`config.mk`:
```
export PLATFORM = sky130hd
export DESIGN_NAME = szm_cell
export DESIGN_NICKNAME = d
export VERILOG_FILES = /design/src/rtl/szm_pkg.sv /design/src/rtl/szm_cell.sv
export SDC_FILE = /design/constraint.sdc
export NUM_CORES = 1
export LEC_CHECK = 0
export BUFFER_PORTS_ARGS = -buffer_cell sky130_fd_sc_hd__clkbuf_2
export CORE_MARGIN = 5
export CORE_UTILIZATION = 56
export DETAILED_ROUTE_END_ITERATION = 8
export GPL_TIMING_DRIVEN = 1
export PLACE_DENSITY = 0.95
export SKIP_LAST_GASP = 1
export SLEW_MARGIN = 20
export SYNTH_ARGS = -nofsm -noshare
export SYNTH_HDL_FRONTEND = slang
export SYNTH_SLANG_ARGS = --single-unit
```
`constraint.sdc`:
```
create_clock -name i_clk -period 3.25 [get_ports i_clk]
set_input_delay 0.1625 -clock i_clk [delete_from_list [all_inputs] [get_ports i_clk]]
set_output_delay 0.1625 -clock i_clk [all_outputs]
set_load 0.02 [all_outputs]
```
`src/rtl/szm_pkg.sv`:
```
// ----------------------------------------------------------------------------
// szm_pkg
// Shared types and constants of the sample zone matcher.
// ----------------------------------------------------------------------------
package szm_pkg;

    localparam int NUM_CONTROLLERS = 128;
    localparam int CC_W            = 7;

    localparam logic [2:0] KIND_CONTROLLER = 3'd4;

    typedef enum logic [1:0] {
        FUNC_TRIGGER  = 2'd0,
        FUNC_SET_CC   = 2'd1,
        FUNC_CC_RANGE = 2'd2,
        FUNC_ON_RANGE = 2'd3
    } t_func;

    typedef enum logic [2:0] {
        CFG_KEY_RANGE = 3'd0,
        CFG_VEL_RANGE = 3'd1,
        CFG_RND_RANGE = 3'd2,
        CFG_TRIG_KIND = 3'd3,
        CFG_USE_CC    = 3'd4,
        CFG_SEQ_LEN   = 3'd5,
        CFG_SEQ_POS   = 3'd6
    } t_cfg_idx;

    typedef enum logic [1:0] {
        ST_IDLE,
        ST_SCAN,
        ST_DONE
    } t_state;

    // Scan token handed from cell to cell.
    typedef struct packed {
        logic            valid;
        logic            cc_ok;
        logic            on_ok;
        logic [CC_W-1:0] cc;
        logic [CC_W-1:0] ccv;
    } t_token;

    // Table write broadcast to every cell.
    typedef struct packed {
        logic            en;
        t_func           func;
        logic [CC_W-1:0] cc;
        logic [CC_W-1:0] value;
        logic [7:0]      low;
        logic [7:0]      high;
    } t_cell_wr;

endpackage

```
`src/rtl/szm_cell.sv`:
```
// ----------------------------------------------------------------------------
// szm_cell
// Holds one controller's value and ranges; checks the passing scan token.
// ----------------------------------------------------------------------------
module szm_cell
    import szm_pkg::*;
(
    input  logic            i_clk,
    input  logic            i_rst_n,
    input  logic [CC_W-1:0] i_index,
    input  t_cell_wr        i_wr,
    input  t_token          i_tok,
    output t_token          o_tok
);

    logic [CC_W-1:0] r_value;
    logic [CC_W-1:0] r_low;
    logic [CC_W-1:0] r_high;
    logic [7:0]      r_on_low;
    logic [7:0]      r_on_high;
    t_token          r_tok;
    t_token          n_tok;
    logic            sel;
    logic            in_range;
    logic            on_hit;

    function automatic logic [CC_W-1:0] sat7(input logic [7:0] v);
        sat7 = v[7] ? '0 : v[CC_W-1:0];
    endfunction

    assign sel = (i_wr.cc == i_index);

    always_ff @(posedge i_clk) begin
        if (!i_rst_n) begin
            r_value   <= '0;
            r_low     <= '0;
            r_high    <= '1;
            r_on_low  <= '1;
            r_on_high <= '1;
        end else if (i_wr.en && sel) begin
            unique case (i_wr.func)
                FUNC_SET_CC: begin
                    r_value <= i_wr.value;
                end
                FUNC_CC_RANGE: begin
                    r_low  <= sat7(i_wr.low);
                    r_high <= sat7(i_wr.high);
                end
                FUNC_ON_RANGE: begin
                    r_on_low  <= i_wr.low;
                    r_on_high <= i_wr.high;
                end
                FUNC_TRIGGER: begin
                end
            endcase
        end
    end

    always_comb begin
        // a full 0..127 range never blocks
        in_range = ((r_low == '0) && (r_high == '1)) ||
                   ((r_low <= r_value) && (r_high >= r_value));
        on_hit   = (i_tok.cc == i_index) &&
                   ($signed(r_on_low) <= $signed({1'b0, i_tok.ccv})) &&
                   ($signed(r_on_high) >= $signed({1'b0, i_tok.ccv}));
        n_tok       = i_tok;
        n_tok.cc_ok = i_tok.cc_ok & in_range;
        n_tok.on_ok = i_tok.on_ok | on_hit;
    end

    always_ff @(posedge i_clk) begin
        if (!i_rst_n) begin
            r_tok <= '0;
        end else begin
            r_tok <= n_tok;
        end
    end

    assign o_tok = r_tok;

endmodule

```
Word level (Yosys, flattened, before mapping). Cells that the tools add are included. W data, S select, Z words.

Register bits after elaboration: 54. Input bits: 59. Output and inout port bits: 17. Word-level logic and storage cells: 34.

$lt $le $gt $ge: 4. Equal/unequal tests: 6. Mux-type cells: 2. Bitwise operators: 2. Reduce and logical (&&, ||, !) cells: 10.

Operators by type and width (number): $eq A7 B7 Y1 (2); $mux W7 (2); $ge A8 B8 Y1 (1); $le A8 B8 Y1 (1); $eq A7 B7 Y1 const B (1); $ge A7 B7 Y1 (1); $le A7 B7 Y1 (1); $logic_not A7 Y1 (1); $reduce_and A2 Y1 (3); $logic_and A1 B1 Y1 (5); $eq A2 B2 Y1 const B (2); $eq A2 B1 Y1 const B (1); $and A1 B1 Y1 (1); $logic_or A1 B1 Y1 (1); $or A1 B1 Y1 (1).

Depth between registers and ports, before layout.
Depth after elaboration: 4. Mapped depth: 7. Mapped depth without buffers: 7.

Least setup slack after synthesis. No wires, ideal clock.

Path kind: input port to flip-flop. Start point: in i_index[2]. End point: reg r_low[0]. Library setup time: 70 ps. Data arrival time: 1500 ps. Required time: 3180 ps. Path slack: 1679 ps. Stages on the path: 6. Buffers on the path: 1. Cell sequence: xnor2_1 > nand4_1 > or4_1 > buf_2 > or3b_1 > a21boi_1.

Cells in the longest elaborated chain, start to end: 3.

Ends and longest elaborated chain: start: declaration (line szm_cell.sv:10) `input logic [CC_W-1:0] i_index,`; $eq A7 B7 Y1 (line szm_cell.sv:31) `assign sel = (i_wr.cc == i_index);`; $logic_and A1 B1 Y1 (line szm_cell.sv:40) `end else if (i_wr.en && sel) begin`; $reduce_and A2 Y1 (no source line); end signal: assignment (line szm_cell.sv:46) `r_low <= sat7(i_wr.low);`; end: declaration (line szm_cell.sv:17) `logic [CC_W-1:0] r_low;`.

Every way passes these cells. A chain may end at the register's enable or synchronous reset.

Worst setup path in the final report.
Start point: in i_index[6]. End point: reg r_low[3].

Same word-level chain as after synthesis.

==> run summary <==
Total routing usage reported by global routing - 19.6%
Maximum ir drop on the vdd rail - 0.000206 V
Classification of the worst setup path - primary input to flip-flop
Count of antenna diodes in the layout - 0
Switching component of the power - 0.000291 W
Number of detailed-routing iterations run before antenna repair - 6
Placer Congestion - 0.873
TritonCTS clock tree - built
GRT busiest layer - met2
Count of routing violations after the opening detailed-route iteration - 168
Number of hold buffers added after CTS - 0
Endpoint kind of the worst setup timing path - flip-flop
Largest net degree at the start of global routing - 57
Setup repair after global routing missed its margin - no
Latest clock arrival within the worst-skew pair - 0.31 ns
Sequential share of power - 57.5%
Netlist cell types - 33
Pins Over Slew Limit - 0
Worst hold-check path type - primary input to flip-flop
WL per Instance - 14.4 um
Root cell of the clock tree - sky130_fd_sc_hd__clkbuf_8
NumNets Final - 447
Netlist area before placement - 2700 sq um
Post-detailed-route count of antenna-violating nets - 0
Post-detailed-route via-to-cell ratio - 5.47
Clock input transition at the sequential cells of the worst setup and hold paths - 0.09 ns
Part of the cycle the worst path needs - 58.5%
Total number of placement rows - 25
Final wirelength - 5.96 mm
Kind of launch point of the worst setup path - primary input
Maximum fanout along the worst path - 28
Worst Max-Slew Pin Slew - 0.952 ns
Avg Synthesized Cell Area - 9.26 sq um
Full die area - 6300 sq um
CTS H-tree lvls - 2
Largest buffer count on any clock path - 2
Switching share of total power - 24.8%
Top-Level Pins - 76
Number of resized instances in the post-cts repair step - 0
Post-synth EDFFs - 0
Overall via count from detail_route - 2263
Post-Syn Nets - 378
Top post-synthesis cells by area - sky130_fd_sc_hd__dfxtp_1, sky130_fd_sc_hd__ha_1, sky130_fd_sc_hd__mux2i_1
Post-synthesis register bit count - 54
Setup tns final - 0 ns
Share of layout cells above drive strength 1 - 23.1%
Initial standard-cell utilization of the core - 57.4%
Met1 usage - 22.9%
Commonest non-fill, non-tap cell in the layout - sky130_fd_sc_hd__clkbuf_2
Sequential share of the synthesized area - 40.1%
Syn-to-layout area delta - 17.6%
Hold Vio Cnt, Final - 0
Crit path time final - 1.90 ns
Total half-perimeter wirelength after legalization and detailed placement - 4.68 mm
Commonest cells after routing, fill and taps aside - sky130_fd_sc_hd__clkbuf_2, sky130_fd_sc_hd__dfxtp_1, sky130_fd_sc_hd__nand2_1
Vertical extent of the die - 79.4 um
Total internal power - 0.000884 W
Worst path required time - 3.48 ns
Number of global-route vias before repair - 2299
First-pass GRT wire length - 9.82 mm
WP data arrival - 2.13 ns
Cell type with the largest total area after synthesis - sky130_fd_sc_hd__dfxtp_1
Global-route met3 utilization - 6.32%
IO Port Bufs - 75
Total grt overflow - 0
Antenna violations before repair - 0
Post-CTS setup buffer count - 0
Share of synthesized registers carrying an async set or reset - 0%
CTS Sinks - 54
Post-Synthesis Cells - 291
Number of warnings issued by yosys - 0
Cell area power density - 371 nW/um^2
Combinational fraction of design power - 11.7%
Residual DRC count - 0
Core ar. - 4690 sq um
Post-synth top area share - 40.1%
Layout Skew - 0.00378 ns
Number of clock buffers inserted by TritonCTS - 5
Status - finished, final reports clean
Met2 global-route usage - 34.0%
Commonest register cell after synthesis - sky130_fd_sc_hd__dfxtp_1
LEAKAGE - 1.62 nW
Power share of the clock group - 30.8%
Die outline width - 79.4 um
Maximum capacitance violations - 0
Tightest slew margin relative to the limit - 36.5%
Peak Freq - 526 MHz
Total setup violations reported at the end of the flow - 0
Hold Worst Slack - 0.0551 ns
-- final timing paths --
kind	endpoint	depth (start not counted)	from	slack, ns
worst min-delay path	o_tok[15]	3	i_tok[15]	0.06
worst min register to register	r_low[0]	2	r_low[0]	0.48
worst max register to register	o_tok[14]	6	r_on_low[1]	1.54
worst max-delay path	r_low[3]	6	i_index[6]	1.35
-- state kept, by name (all words and copies together), names as in the netlist --
register,count
o_tok,17
r_on_high,8
r_on_low,8
r_high,7
r_low,7
r_value,7
-- cell type report --
type                    count  area [sq um]
inverters                  24          90.1
clock inverters             2          15.0
repair buffers             75           375
multi-input cells         200          1470
fillers                   378          1520
well taps                  54          67.6
clock buffers               5          68.8
flip-flops and latches     54          1080
-- power groups by stage --
stage | logic (W) | registers (W) | clock network [W]
2_1_floorplan | 0.0000558 | 0.000705 | 0
3_3_place_gp | 0.000134 | 0.000691 | 0
3_5_place_dp | 0.000137 | 0.000691 | 0
4_1_cts | 0.000138 | 0.000676 | 0.000375
5_1_grt | 0.000153 | 0.000677 | 0.000395
6_report | 0.000137 | 0.000676 | 0.000362
-- per-layer routing --
metal	share of wire (%)	vias to the layer above	routed length, um
li1	-	1142	-
met1	43	1035	2540
met2	49	77	2920
met3	7.1	9	425
met4	1.3	0	78
met5	0	-	0
-- cell usage after synthesis (all sizes together), types with 2 or more instances --
master / count
ha: 28
clkbuf: 10
xor2: 7
a21boi: 7
buf: 3
a21oi: 15
o311ai: 7
nand4b: 2
nor2: 5
or4: 3
nand3b: 3
nor2b: 8
nand3: 3
dfxtp: 54
inv: 24
and2: 15
xnor2: 7
or3b: 7
nand4: 7
nand2: 35
o21ai: 5
o211ai: 8
mux2i: 16
nor4: 2
nand2b: 2
-- critical path: stages --
cell and delay [ns]:
sky130_fd_sc_hd__clkbuf_2 0.10, sky130_fd_sc_hd__xnor2_1 0.18, sky130_fd_sc_hd__nand4_1 0.14, sky130_fd_sc_hd__or4_1 0.87
sky130_fd_sc_hd__or3b_1 0.51, sky130_fd_sc_hd__a21boi_1 0.16
-- per-stage QoR --
| stage | util [%] | instance area [sq um] | setup WS, ns | total power [W] | instances |
|---|---|---|---|---|---|
| 2_1_floorplan | - | 2700 | 1.68 | 0.000761 | 291 |
| 3_3_place_gp | 65.8 | 3090 | 1.19 | 0.000824 | 407 |
| 3_5_place_dp | 65.8 | 3090 | 1.08 | 0.000828 | 407 |
| 4_1_cts | 67.5 | 3170 | 1.36 | 0.00119 | 414 |
| 5_1_grt | 67.5 | 3170 | 1.28 | 0.00123 | 414 |
| 6_report | 67.5 | 3170 | 1.35 | 0.00117 | 414 |
-- cell families after synthesis --
logic type      Yosys count  synth area share (%)
xor+xnor                 14                  4.55
mux                      16                  5.94
simple gates             95                  19.5
flops                    54                  40.1
buf+inv                  37                  5.29
fa+ha+maj                28                  13.0
compound gates           47                  11.6
Note: power is estimated with default switching activity, not from simulation.
